==> config.mk <==
export PLATFORM = sky130hd
export DESIGN_NAME = rtp_rtcp_payload_classifier_unit
export DESIGN_NICKNAME = d
export VERILOG_FILES = /design/src/rtl/rtpc_pkg.sv /design/src/rtl/rtpc_core.sv /design/src/rtl/rtp_rtcp_payload_classifier_unit.sv
export SDC_FILE = /design/constraint.sdc
export NUM_CORES = 1
export LEC_CHECK = 0
export ABC_CLOCK_PERIOD_IN_PS = 14000
export BUFFER_PORTS_ARGS = -buffer_cell sky130_fd_sc_hd__buf_2
export CORE_ASPECT_RATIO = 1.2
export CORE_MARGIN = 4
export CORE_UTILIZATION = 53
export DETAILED_ROUTE_END_ITERATION = 10
export GPL_TIMING_DRIVEN = 0
export HOLD_SLACK_MARGIN = 0.05
export PLACE_DENSITY_LB_ADDON = 0.05
export SLEW_MARGIN = 25
export SYNTH_ARGS = -nofsm -noshare
export SYNTH_HDL_FRONTEND = slang
export SYNTH_HIERARCHICAL = 1
export SYNTH_SLANG_ARGS = --single-unit
==> constraint.sdc <==
create_clock -name i_clk -period 14 [get_ports i_clk]
set_input_delay 1.4 -clock i_clk [delete_from_list [all_inputs] [get_ports i_clk]]
set_output_delay 1.4 -clock i_clk [all_outputs]
set_load 0.1 [all_outputs]
==> src/rtl/rtpc_pkg.sv <==
// Shared types, constants and helpers for the RTP/RTCP payload classifier.
`default_nettype none

package rtpc_pkg;

    // Packet class codes
    localparam logic [1:0] CLASS_DISCARD = 2'd0;
    localparam logic [1:0] CLASS_RTP     = 2'd1;
    localparam logic [1:0] CLASS_RTCP    = 2'd2;
    localparam logic [1:0] CLASS_EVENT   = 2'd3;

    // Register indexes (paddr[2])
    localparam logic REG_EVENT_PT    = 1'b0;
    localparam logic REG_ACCEPT_MASK = 1'b1;

    // Register reset values
    localparam logic [6:0] EVENT_PT_RESET    = 7'd101;
    localparam logic [2:0] ACCEPT_MASK_RESET = 3'd7;

    // accept_mask bits
    localparam int unsigned MASK_BIT_RTP   = 0;
    localparam int unsigned MASK_BIT_RTCP  = 1;
    localparam int unsigned MASK_BIT_EVENT = 2;

    // Header matching
    localparam logic [7:0]  VERSION_MASK   = 8'hF0;
    localparam logic [7:0]  VOICE_NIBBLE   = 8'h80;
    localparam logic [7:0]  RTP_FIRST_BYTE = 8'h80;
    localparam logic [15:0] VOICE_MIN_LEN  = 16'd4;
    localparam logic [15:0] RTP_MIN_LEN    = 16'd12;
    localparam logic [15:0] COUNT_MAX      = 16'hFFFF;
    localparam logic [17:0] OFFSET_MAX     = 18'h3FFFF;

    // RTCP subheader byte positions relative to the subheader start
    localparam logic [17:0] SUB_TYPE_POS   = 18'd1;
    localparam logic [17:0] SUB_LEN_HI_POS = 18'd2;
    localparam logic [17:0] SUB_LEN_LO_POS = 18'd3;

    localparam logic [7:0] RTCP_SR    = 8'd200;
    localparam logic [7:0] RTCP_APP   = 8'd204;
    localparam logic [7:0] RTCP_XR    = 8'd207;

    typedef struct packed {
        logic [6:0] event_pt;
        logic [2:0] accept_mask;
    } t_cfg;

    typedef struct packed {
        logic [1:0]  packet_class;
        logic [15:0] payload_length;
    } t_result;

    function automatic logic rtcp_type_known(input logic [7:0] t);
        return ((t >= RTCP_SR) && (t <= RTCP_APP)) || (t == RTCP_XR);
    endfunction

endpackage

`default_nettype wire

==> src/rtl/rtpc_core.sv <==
// Per-packet state (count, header bytes, RTCP walk) and the class decision.
`default_nettype none

module rtpc_core (
    input  wire logic            i_clk,
    input  wire logic            i_rst_n,
    input  wire logic            i_step,
    input  wire logic [7:0]      i_byte,
    input  wire logic            i_last,
    input  wire rtpc_pkg::t_cfg  i_cfg,
    output rtpc_pkg::t_result    o_result
);

    logic [15:0] r_byte_count, n_byte_count;
    logic [7:0]  r_first_byte, n_first_byte;
    logic [7:0]  r_second_byte, n_second_byte;
    logic [17:0] r_offset, n_offset;
    logic [7:0]  r_len_hi, n_len_hi;
    logic        r_walk_ok, n_walk_ok;

    logic [17:0] w_pos;
    logic [17:0] w_dist;
    logic [15:0] w_words;
    logic [18:0] w_next_sum;
    logic        w_voice, w_rtp, w_rtcp, w_evt;

    always_comb begin
        n_byte_count  = r_byte_count;
        n_first_byte  = r_first_byte;
        n_second_byte = r_second_byte;
        n_offset      = r_offset;
        n_len_hi      = r_len_hi;
        n_walk_ok     = r_walk_ok;

        w_pos      = {2'b00, r_byte_count};
        w_dist     = w_pos - r_offset;
        w_words    = {r_len_hi, i_byte};
        w_next_sum = {1'b0, r_offset} + {1'b0, w_words, 2'b00} + 19'd4;

        if (r_byte_count == rtpc_pkg::COUNT_MAX) begin
            n_walk_ok = 1'b0;
        end else begin
            if (r_byte_count == 16'd0) begin
                n_first_byte = i_byte;
            end
            if (r_byte_count == 16'd1) begin
                n_second_byte = i_byte;
            end
            if (w_pos >= r_offset) begin
                if (w_dist == rtpc_pkg::SUB_TYPE_POS) begin
                    if (!rtpc_pkg::rtcp_type_known(i_byte)) begin
                        n_walk_ok = 1'b0;
                    end
                end else if (w_dist == rtpc_pkg::SUB_LEN_HI_POS) begin
                    n_len_hi = i_byte;
                end else if (w_dist == rtpc_pkg::SUB_LEN_LO_POS) begin
                    n_offset = (w_next_sum > {1'b0, rtpc_pkg::OFFSET_MAX}) ?
                               rtpc_pkg::OFFSET_MAX : w_next_sum[17:0];
                end
            end
            n_byte_count = r_byte_count + 16'd1;
        end

        // decision on the post-update state
        w_voice = (n_byte_count > rtpc_pkg::VOICE_MIN_LEN) &&
                  ((n_first_byte & rtpc_pkg::VERSION_MASK) == rtpc_pkg::VOICE_NIBBLE);
        w_rtp   = w_voice && (n_byte_count > rtpc_pkg::RTP_MIN_LEN) &&
                  (n_first_byte == rtpc_pkg::RTP_FIRST_BYTE);
        w_rtcp  = w_rtp && n_walk_ok && (n_offset == {2'b00, n_byte_count});
        w_evt   = w_rtp && (n_second_byte[6:0] == i_cfg.event_pt);

        o_result.payload_length = n_byte_count;
        if (w_rtcp && i_cfg.accept_mask[rtpc_pkg::MASK_BIT_RTCP]) begin
            o_result.packet_class = rtpc_pkg::CLASS_RTCP;
        end else if (w_evt && i_cfg.accept_mask[rtpc_pkg::MASK_BIT_EVENT]) begin
            o_result.packet_class = rtpc_pkg::CLASS_EVENT;
        end else if (w_rtp && !w_rtcp && !w_evt &&
                     i_cfg.accept_mask[rtpc_pkg::MASK_BIT_RTP]) begin
            o_result.packet_class = rtpc_pkg::CLASS_RTP;
        end else begin
            o_result.packet_class = rtpc_pkg::CLASS_DISCARD;
        end
    end

    always_ff @(posedge i_clk) begin
        if (!i_rst_n || (i_step && i_last)) begin
            r_byte_count  <= '0;
            r_first_byte  <= '0;
            r_second_byte <= '0;
            r_offset      <= '0;
            r_len_hi      <= '0;
            r_walk_ok     <= 1'b1;
        end else if (i_step) begin
            r_byte_count  <= n_byte_count;
            r_first_byte  <= n_first_byte;
            r_second_byte <= n_second_byte;
            r_offset      <= n_offset;
            r_len_hi      <= n_len_hi;
            r_walk_ok     <= n_walk_ok;
        end
    end

endmodule

`default_nettype wire

==> src/rtl/rtp_rtcp_payload_classifier_unit.sv <==
// Top level of the RTP/RTCP payload classifier: stream ports, registers, stages.
//
//  channel   | dir | transaction                | payload
//  ----------+-----+----------------------------+------------------------------------
//  s_axis    | in  | one UDP payload byte       | tdata[7:0] data_byte, tlast last_byte
//  m_axis    | out | one class per payload      | tdata[15:0] length, tuser[1:0] class
//  apb       | in  | register write/read        | 0x0 event_payload_type, 0x4 accept_mask
//
// One byte per cycle sustained while m_axis takes its classes. The class decision is combinational on the
// held input byte; packet state and the result register load at the next edge,
// so a last byte passes the input stage and the result register before its class shows on m_axis.
// Reset (synchronous, active low) empties both stages, clears packet state
// and loads the register defaults (payload type 101, mask 7).
// s_axis_tready drops only while a last byte waits behind an untaken class.
`default_nettype none

module rtp_rtcp_payload_classifier_unit (
    input  wire logic        i_clk,
    input  wire logic        i_rst_n,
    // stream in
    input  wire logic        s_axis_tvalid,
    output logic             s_axis_tready,
    input  wire logic [7:0]  s_axis_tdata,   // [7:0] data_byte
    input  wire logic        s_axis_tlast,
    // stream out
    output logic             m_axis_tvalid,
    input  wire logic        m_axis_tready,
    output logic [15:0]      m_axis_tdata,   // [15:0] payload_length
    output logic [1:0]       m_axis_tuser,   // [1:0] packet_class
    // APB register port
    input  wire logic        psel,
    input  wire logic        penable,
    input  wire logic        pwrite,
    input  wire logic [2:0]  paddr,
    input  wire logic [31:0] pwdata,
    output logic [31:0]      prdata,
    output logic             pready
);

    // config registers
    rtpc_pkg::t_cfg r_cfg;
    logic           w_cfg_wr;

    // input stage
    logic       r_in_valid;
    logic [7:0] r_in_byte;
    logic       r_in_last;

    // output stage
    logic              r_out_valid;
    rtpc_pkg::t_result r_out;
    rtpc_pkg::t_result w_result;

    logic w_in_acc;
    logic w_proc;

    assign pready   = 1'b1;
    assign w_cfg_wr = psel && penable && pwrite && pready;

    always_comb begin
        unique case (paddr[2])
            rtpc_pkg::REG_EVENT_PT:    prdata = {25'd0, r_cfg.event_pt};
            rtpc_pkg::REG_ACCEPT_MASK: prdata = {29'd0, r_cfg.accept_mask};
            default:                   prdata = '0;
        endcase
    end

    always_ff @(posedge i_clk) begin
        if (!i_rst_n) begin
            r_cfg.event_pt    <= rtpc_pkg::EVENT_PT_RESET;
            r_cfg.accept_mask <= rtpc_pkg::ACCEPT_MASK_RESET;
        end else if (w_cfg_wr) begin
            unique case (paddr[2])
                rtpc_pkg::REG_EVENT_PT:    r_cfg.event_pt    <= pwdata[6:0];
                rtpc_pkg::REG_ACCEPT_MASK: r_cfg.accept_mask <= pwdata[2:0];
                default: ;
            endcase
        end
    end

    // the held byte moves on unless it would produce a class with nowhere to go
    assign w_proc        = r_in_valid && (!r_in_last || !r_out_valid || m_axis_tready);
    assign s_axis_tready = !r_in_valid || w_proc;
    assign w_in_acc      = s_axis_tvalid && s_axis_tready;

    always_ff @(posedge i_clk) begin
        if (!i_rst_n) begin
            r_in_valid <= 1'b0;
        end else if (w_in_acc) begin
            r_in_valid <= 1'b1;
        end else if (w_proc) begin
            r_in_valid <= 1'b0;
        end
    end

    always_ff @(posedge i_clk) begin
        if (w_in_acc) begin
            r_in_byte <= s_axis_tdata;
            r_in_last <= s_axis_tlast;
        end
    end

    rtpc_core u_core (
        .i_clk    (i_clk),
        .i_rst_n  (i_rst_n),
        .i_step   (w_proc),
        .i_byte   (r_in_byte),
        .i_last   (r_in_last),
        .i_cfg    (r_cfg),
        .o_result (w_result)
    );

    // result register
    always_ff @(posedge i_clk) begin
        if (!i_rst_n) begin
            r_out_valid <= 1'b0;
        end else if (w_proc && r_in_last) begin
            r_out_valid <= 1'b1;
        end else if (m_axis_tready) begin
            r_out_valid <= 1'b0;
        end
    end

    always_ff @(posedge i_clk) begin
        if (w_proc && r_in_last) begin
            r_out <= w_result;
        end
    end

    assign m_axis_tvalid = r_out_valid;
    assign m_axis_tdata  = r_out.payload_length;
    assign m_axis_tuser  = r_out.packet_class;

endmodule

`default_nettype wire

==> impl_metrics.tcl, run 1 <==
set metrics [dict create \
    status "finished, final reports clean" \
    fmaxAchievable_mhz 191 \
    nets 1075 \
    ios 104 \
    post-synth-top-area-cell "dfxtp_1" \
    area_growth_pct 11.5 \
    p_total_w 0.000664 \
    path_max_fanout 8 \
    worstSetupEndpointType "flip-flop" \
    num_rows 46 \
    diodes 0 \
    mostFrequentLayoutCell "nor2_1" \
    ys_seq_area_share_pct 30.2 \
    drt-initial-drc-count 716 \
    min_period_ns 5.23 \
    cts_buffers 9 \
    vdd_drop_max_uv 90.2 \
    synthFlopType "dfxtp_1" \
    leakagePower_nw 3.56 \
    initial_core_util_pct 54.8 \
    dieArea_um2 15800 \
    synth_edf_count 27 \
    worstPathRequired_ns 14.09 \
    post_cts_buffers 0 \
    synth_top_cell_area_share_pct 19.1 \
    dr.pass1.iters 5 \
    grt_start_max_net_pins 19 \
    antenna_found_initial 0 \
    cts_root_buf "clkbuf_16" \
    finalInstanceArea_um2 8170 \
    p_int_w 0.000455 \
    ctsHoldBuffers 0 \
    clock_path_buffers 2 \
    netlist_instances 888 \
    cts_tree "yes" \
    vias 6701 \
    synthDistinctLibCells 78 \
    grt_pass1_wl_um 32800 \
    maxCapViolCount 0 \
    seqPwrFrac_pct 45.1 \
    max_slew_margin_pct 35.8 \
    pwr-share-comb_pct 18.1 \
    clkSlewWorstSetupHoldPaths_ns 0.07 \
    switchingPower_w 0.000209 \
    htreeDepth 3 \
    p_clk_share_pct 36.8 \
    clkSinkCount 97 \
    dp_hpwl_um 16600 \
    hold_path_class "reg2reg" \
    async_reset_ff_share_pct 0 \
    ctsResizeCount 0 \
    rsz0062_at_grt "no" \
    slew_violations 0 \
    wl_per_cell_um 18.4 \
    grt_pass1_vias 6168 \
    hold_ws_ns 0.456 \
    powerDensity_nw_per_um2 81.3 \
    worst_pin_slew_ns 0.956 \
    gr-total-overflow 0 \
    drive_above_1_share_pct 12.7 \
    fin_setup_tns_ns 0 \
    drcViolationCount 0 \
    placed_area_um2 7870 \
    routed_wl_um 21000 \
    crit_type "reg2reg" \
    place_congestion 0.973 \
    switching_share_pct 31.5 \
    final_cell_mix "nor2_1 (105), nand2_1 (73), dfxtp_1 (70), buf_2 (52), a21oi_1 (51)" \
    skew_ns 0.0115 \
    drtAntennaViolNets 0 \
    core_area_um2 13400 \
    startpoint_type "flip-flop" \
    die_w_um 115 \
    synth_seq_cells 97 \
    port_buffers 49 \
    ys_warn_count 6 \
    viasPerCell 5.85 \
    insertion_delay_ns 0.37 \
    avgSynthCellArea_um2 8.25 \
    hold_viol_final 0 \
    synthTopCellsByArea "dfxtp_1 (19%), edfxtp_1 (11%), ha_1 (8.5%)" \
    setup_viol 0 \
    crit_arrival_ns 5.32 \
    syn_area_um2 7320 \
    die_h_um 137 \
    grt_usage_pct 26.9 \
    period_share_pct 37.4 \
]
-- registers in the layout, summed over array words and instances (netlist names) --
| register | flops |
|---|---|
| u_core/r_offset | 18 |
| m_axis_tdata | 16 |
| u_core/r_byte_count | 16 |
| r_cfg | 10 |
| r_in_byte | 8 |
| u_core/r_first_byte | 8 |
| u_core/r_len_hi | 8 |
| u_core/r_second_byte | 7 |
| m_axis_tuser | 2 |
| m_axis_tvalid | 1 |
| r_in_last | 1 |
| r_in_valid | 1 |
| u_core/r_walk_ok | 1 |
-- Yosys cell counts, types with 22 or more instances --
cell and instances:
edfxtp_1 27, xnor2_1 23, nand2_1 73, buf_4 26, ha_1 50, nand3_1 39
dfxtp_1 70, xor2_1 24, inv_1 42, mux2i_1 47, clkbuf_1 36, a21oi_1 51
nand4_1 22, nor2_1 106
-- layer usage --
layer	up-vias	global-route usage [%]	routed length, µm	part of all wire [%]
met3	57	4.38	1120	5.3
li1	3329	-	-	-
met2	219	45.6	10500	50
met1	3096	33.9	8590	41
met5	-	0	0	0
met4	0	11.2	819	3.9
-- power by group through the flow --
stage	Combinational [W]	Clock [W]	Sequential (W)
after detailed placement	0.000119	0	0.000306
after CTS	0.000119	0.000250	0.000299
after global placement	0.000118	0	0.000306
after global routing	0.000129	0.000262	0.000300
after floorplan	0.0000915	0	0.000311
final	0.000120	0.000245	0.000299
-- cells by family (layout without fill, tap and decap cells) --
logic type | count (synthesis) | count (layout) | share of synthesized area (%)
compound gates | 174 | 174 | 16.4
xor+xnor | 47 | 47 | 5.62
fa+ha+maj | 52 | 52 | 9.09
buf+inv | 113 | 178 | 7.69
flops | 97 | 97 | 30.2
mux | 53 | 53 | 7.40
other cells | 2 | 26 | 0.103
simple gates | 350 | 350 | 23.5
-- final timing paths --
| check | from | end | slack (ns) | cells past startpoint |
|---|---|---|---|---|
| setup / recovery | u_core/r_byte_count[0]$_SDFFE_PP0P_ | m_axis_tuser[0]$_DFFE_PP_ | 8.77 | 17 |
| setup reg to reg | u_core/r_byte_count[0]$_SDFFE_PP0P_ | m_axis_tuser[0]$_DFFE_PP_ | 8.77 | 17 |
| hold / removal | u_core/r_second_byte[6]$_SDFFE_PP0P_ | u_core/r_second_byte[6]$_SDFFE_PP0P_ | 0.46 | 2 |
| hold reg to reg | u_core/r_second_byte[6]$_SDFFE_PP0P_ | u_core/r_second_byte[6]$_SDFFE_PP0P_ | 0.46 | 2 |
-- layout make-up --
cell class / count / area [µm²]
plain buffers: 70 / 402
clock buffers: 10 / 239
clock inverters: 6 / 47.5
fillers: 1276 / 5190
inverters: 43 / 161
multi-input cells: 702 / 4650
flip-flops and latches: 97 / 2210
well taps: 168 / 210
repair buffers: 49 / 245
-- metrics by stage --
step                worst slack, ns  std cells  utilization, %
floorplan                      9.58        912               -
global placement               8.87       1129            58.9
detailed placement             8.81       1129            58.9
CTS                            8.80       1145            61.1
global route                   8.40       1145            61.2
finish                         8.77       1145            61.2
-- worst max-delay path, cell delays in order, from the launching register on --
cell,delay (ns)
dfxtp_1,0.33
clkbuf_1,0.19
inv_1,0.19
ha_1,0.21
inv_1,0.06
fa_1,0.48
a21oi_2,0.23
o21ai_2,0.12
a41oi_2,0.31
a21oi_2,0.10
or4_1,0.47
a211o_1,0.37
nor3_1,0.80
o211ai_1,0.21
a211oi_2,0.34
o211ai_2,0.16
o311ai_1,0.29
a21oi_1,0.11
(Power assumes the default switching activity.)
==> inputs of run 2 (changes only) <==
Settings changed: ABC_CLOCK_PERIOD_IN_PS 14000 to 4400.
Clock period 14 ns to 4.4 ns, I/O delays scaled along.
==> run 2 against run 1 <==
Against the previous run:
- the flow now finishes with violations (negative setup slack)
- combinational power rose to 3.4 times the previous value
- critical endpoint unchanged
- non-clock buffer count rose by 12
- wire length rose by 2.1%
- clock skew fell by 0.0013 ns
- sequential share of layout area fell by 0.97 points
- via count rose by 1.8%
==> impl_metrics.tcl, run 2 (synthesis results as in run 1) <==
set metrics [dict create \
    r2r_slack_ns -0.13 \
    p_total_w 0.00219 \
    path_max_fanout 7 \
    rsz0062_at_grt "yes" \
    grt_usage_pct 27.5 \
    crit_type "reg2reg" \
    status "complete, but fails checks" \
    htreeDepth 3 \
    skew_ns 0.0102 \
    antenna_found_initial 0 \
    drive_above_1_share_pct 17.5 \
    setup_slack_ns -0.126 \
    switching_share_pct 30.1 \
    clkSinkCount 97 \
    vdd_drop_max_uv 245 \
    startpoint_type "flip-flop" \
    dp_cells 1130 \
    fill_cells 1250 \
    crit_arrival_ns 4.60 \
    worstPathRequired_ns 4.48 \
    max_flop_register "u_core/r_offset" \
    area_growth_pct 16.0 \
    core_area_um2 13400 \
    cts_buffers 9 \
    dr.pass1.iters 5 \
    ff2ff_path_depth 17 \
    powerDensity_nw_per_um2 258 \
    largest_reg_flops 18 \
    pwr-share-comb_pct 18.7 \
    setup_viol 1 \
    timing.rr.end "m_axis_tuser[0]$_DFFE_PP_" \
    r2r_start "u_core/r_byte_count[0]$_SDFFE_PP0P_" \
    instances_no_fill 1157 \
    grt_start_max_net_pins 17 \
    grt_pass1_wl_um 33500 \
    ios 104 \
    port_buffers 49 \
    seqPwrFrac_pct 43.5 \
    p_int_w 0.00153 \
    die_h_um 137 \
    dieArea_um2 15800 \
    worst_pin_slew_ns 0.961 \
    final_cell_mix "nor2_1 (105), nand2_1 (73), dfxtp_1 (64), buf_2 (52), a21oi_1 (51)" \
    hold_path_class "in2reg" \
    clkSlewWorstSetupHoldPaths_ns 0.07 \
    crit_end "m_axis_tuser[0]$_DFFE_PP_" \
    initial_core_util_pct 54.8 \
    clock_path_buffers 2 \
    drcViolationCount 0 \
    fmaxAchievable_mhz 221 \
    vias 6824 \
    min_period_ns 4.53 \
    die_w_um 115 \
    max_slew_margin_pct 35.4 \
    drtAntennaViolNets 0 \
    wl_per_cell_um 18.6 \
    leakagePower_nw 3.67 \
    nets 1087 \
    cts_root_buf "clkbuf_16" \
    p_clk_share_pct 37.8 \
    finalInstanceArea_um2 8500 \
    num_rows 46 \
    drt-initial-drc-count 656 \
    maxCapViolCount 0 \
    period_share_pct 103 \
    routed_wl_um 21500 \
    slew_violations 0 \
    hold_viol_final 0 \
    placed_area_um2 7880 \
    diodes 0 \
    gr-total-overflow 0 \
    grt_pass1_vias 6389 \
    startpoint "u_core/r_byte_count[0]$_SDFFE_PP0P_" \
    mostFrequentLayoutCell "nor2_1" \
    switchingPower_w 0.000660 \
    viasPerCell 5.90 \
    insertion_delay_ns 0.36 \
    violations "negative setup slack" \
    cts_tree "yes" \
    dp_hpwl_um 16600 \
    place_congestion 0.962 \
    worstSetupEndpointType "flip-flop" \
]
==> run 2: cell types whose count changed in the layout (fill, tap and decap cells not counted), sizes merged <==
| cell | delta |
|---|---|
| clkbuf | -3 |
| clkinvlp | +1 |
| bufinv | +1 |
| inv | -3 |
| buf | +16 |
==> run 2: power groups by stage <==
stage	clock [W]	sequential, W	combinational [W]
CTS	0.000846	0.000952	0.000401
global placement	0	0.000972	0.000378
floorplan	0	0.000989	0.000291
global route	0.000885	0.000955	0.000436
detailed placement	0	0.000973	0.000380
finish	0.000829	0.000952	0.000410
==> run 2: timing repair <==
action	CTS	global route
hold buffers	0	0
setup endpoints to repair	28	25
resized for setup	31	27
endpoints found under the hold margin	0	0
pin swaps	18	12
gates cloned	0	0
setup buffers	12	3
==> run 2: through the flow <==
stage / hold WS [ns] / TNS, ns / util (%) / setup WS, ns
finish: 0.253 / -0.126 / 63.6 / -0.126
global route: 0.244 / -0.256 / 63.6 / -0.251
CTS: 0.244 / -0.0801 / 63.1 / -0.0801
detailed placement: 0.442 / -7.96 / 59.0 / -0.777
global placement: 0.440 / -7.33 / 58.9 / -0.732
floorplan: 0.427 / 0 / - / 0.0252
==> run 2: how the worst min path moves through the flow <==
| stage | from | to | slack (ns) | depth (start not counted) |
|---|---|---|---|---|
| 6_report | s_axis_tdata[4] | r_in_byte[4]$_DFFE_PP_ | 0.25 | 1 |
| 4_1_cts | s_axis_tdata[5] | r_in_byte[5]$_DFFE_PP_ | 0.24 | 1 |
| 3_5_place_dp | u_core/r_walk_ok$_SDFFE_PP1P_ | u_core/r_walk_ok$_SDFFE_PP1P_ | 0.44 | 1 |
| 5_1_grt | s_axis_tdata[7] | r_in_byte[7]$_DFFE_PP_ | 0.24 | 1 |
| 3_3_place_gp | u_core/r_walk_ok$_SDFFE_PP1P_ | u_core/r_walk_ok$_SDFFE_PP1P_ | 0.44 | 1 |
| 2_1_floorplan | u_core/r_walk_ok$_SDFFE_PP1P_ | u_core/r_walk_ok$_SDFFE_PP1P_ | 0.43 | 1 |
==> run 2: critical path, cell delays in order (launching register included) <==
cell,delay (ns)
dfxtp_2,0.33
buf_8,0.12
inv_8,0.05
ha_4,0.13
inv_2,0.03
fa_2,0.40
o21a_1,0.24
nor3_2,0.10
o221ai_1,0.14
nor4_1,0.28
or4b_4,0.50
nand4b_1,0.27
or3_4,0.48
mux2_4,0.33
a211oi_4,0.22
o211ai_2,0.17
o311ai_2,0.33
a21oi_1,0.10
==> run 2: metal layers <==
layer  wire [µm]  GRT usage [%]
met5           0              0
met4        1060           14.4
met3        1170           3.49
met2       10600           46.9
met1        8670           33.7
==> run 2: area by class of cell <==
class,count,area [µm²],share of cell area [%]
multi-input cells,702,4800,56.5
flip-flops and latches,97,2220,26.1
clock inverters,5,62.6,0.736
well taps,168,210,2.47
repair buffers,65,373,4.39
clock buffers,11,253,2.97
inverters,43,169,1.99
plain buffers,66,407,4.79
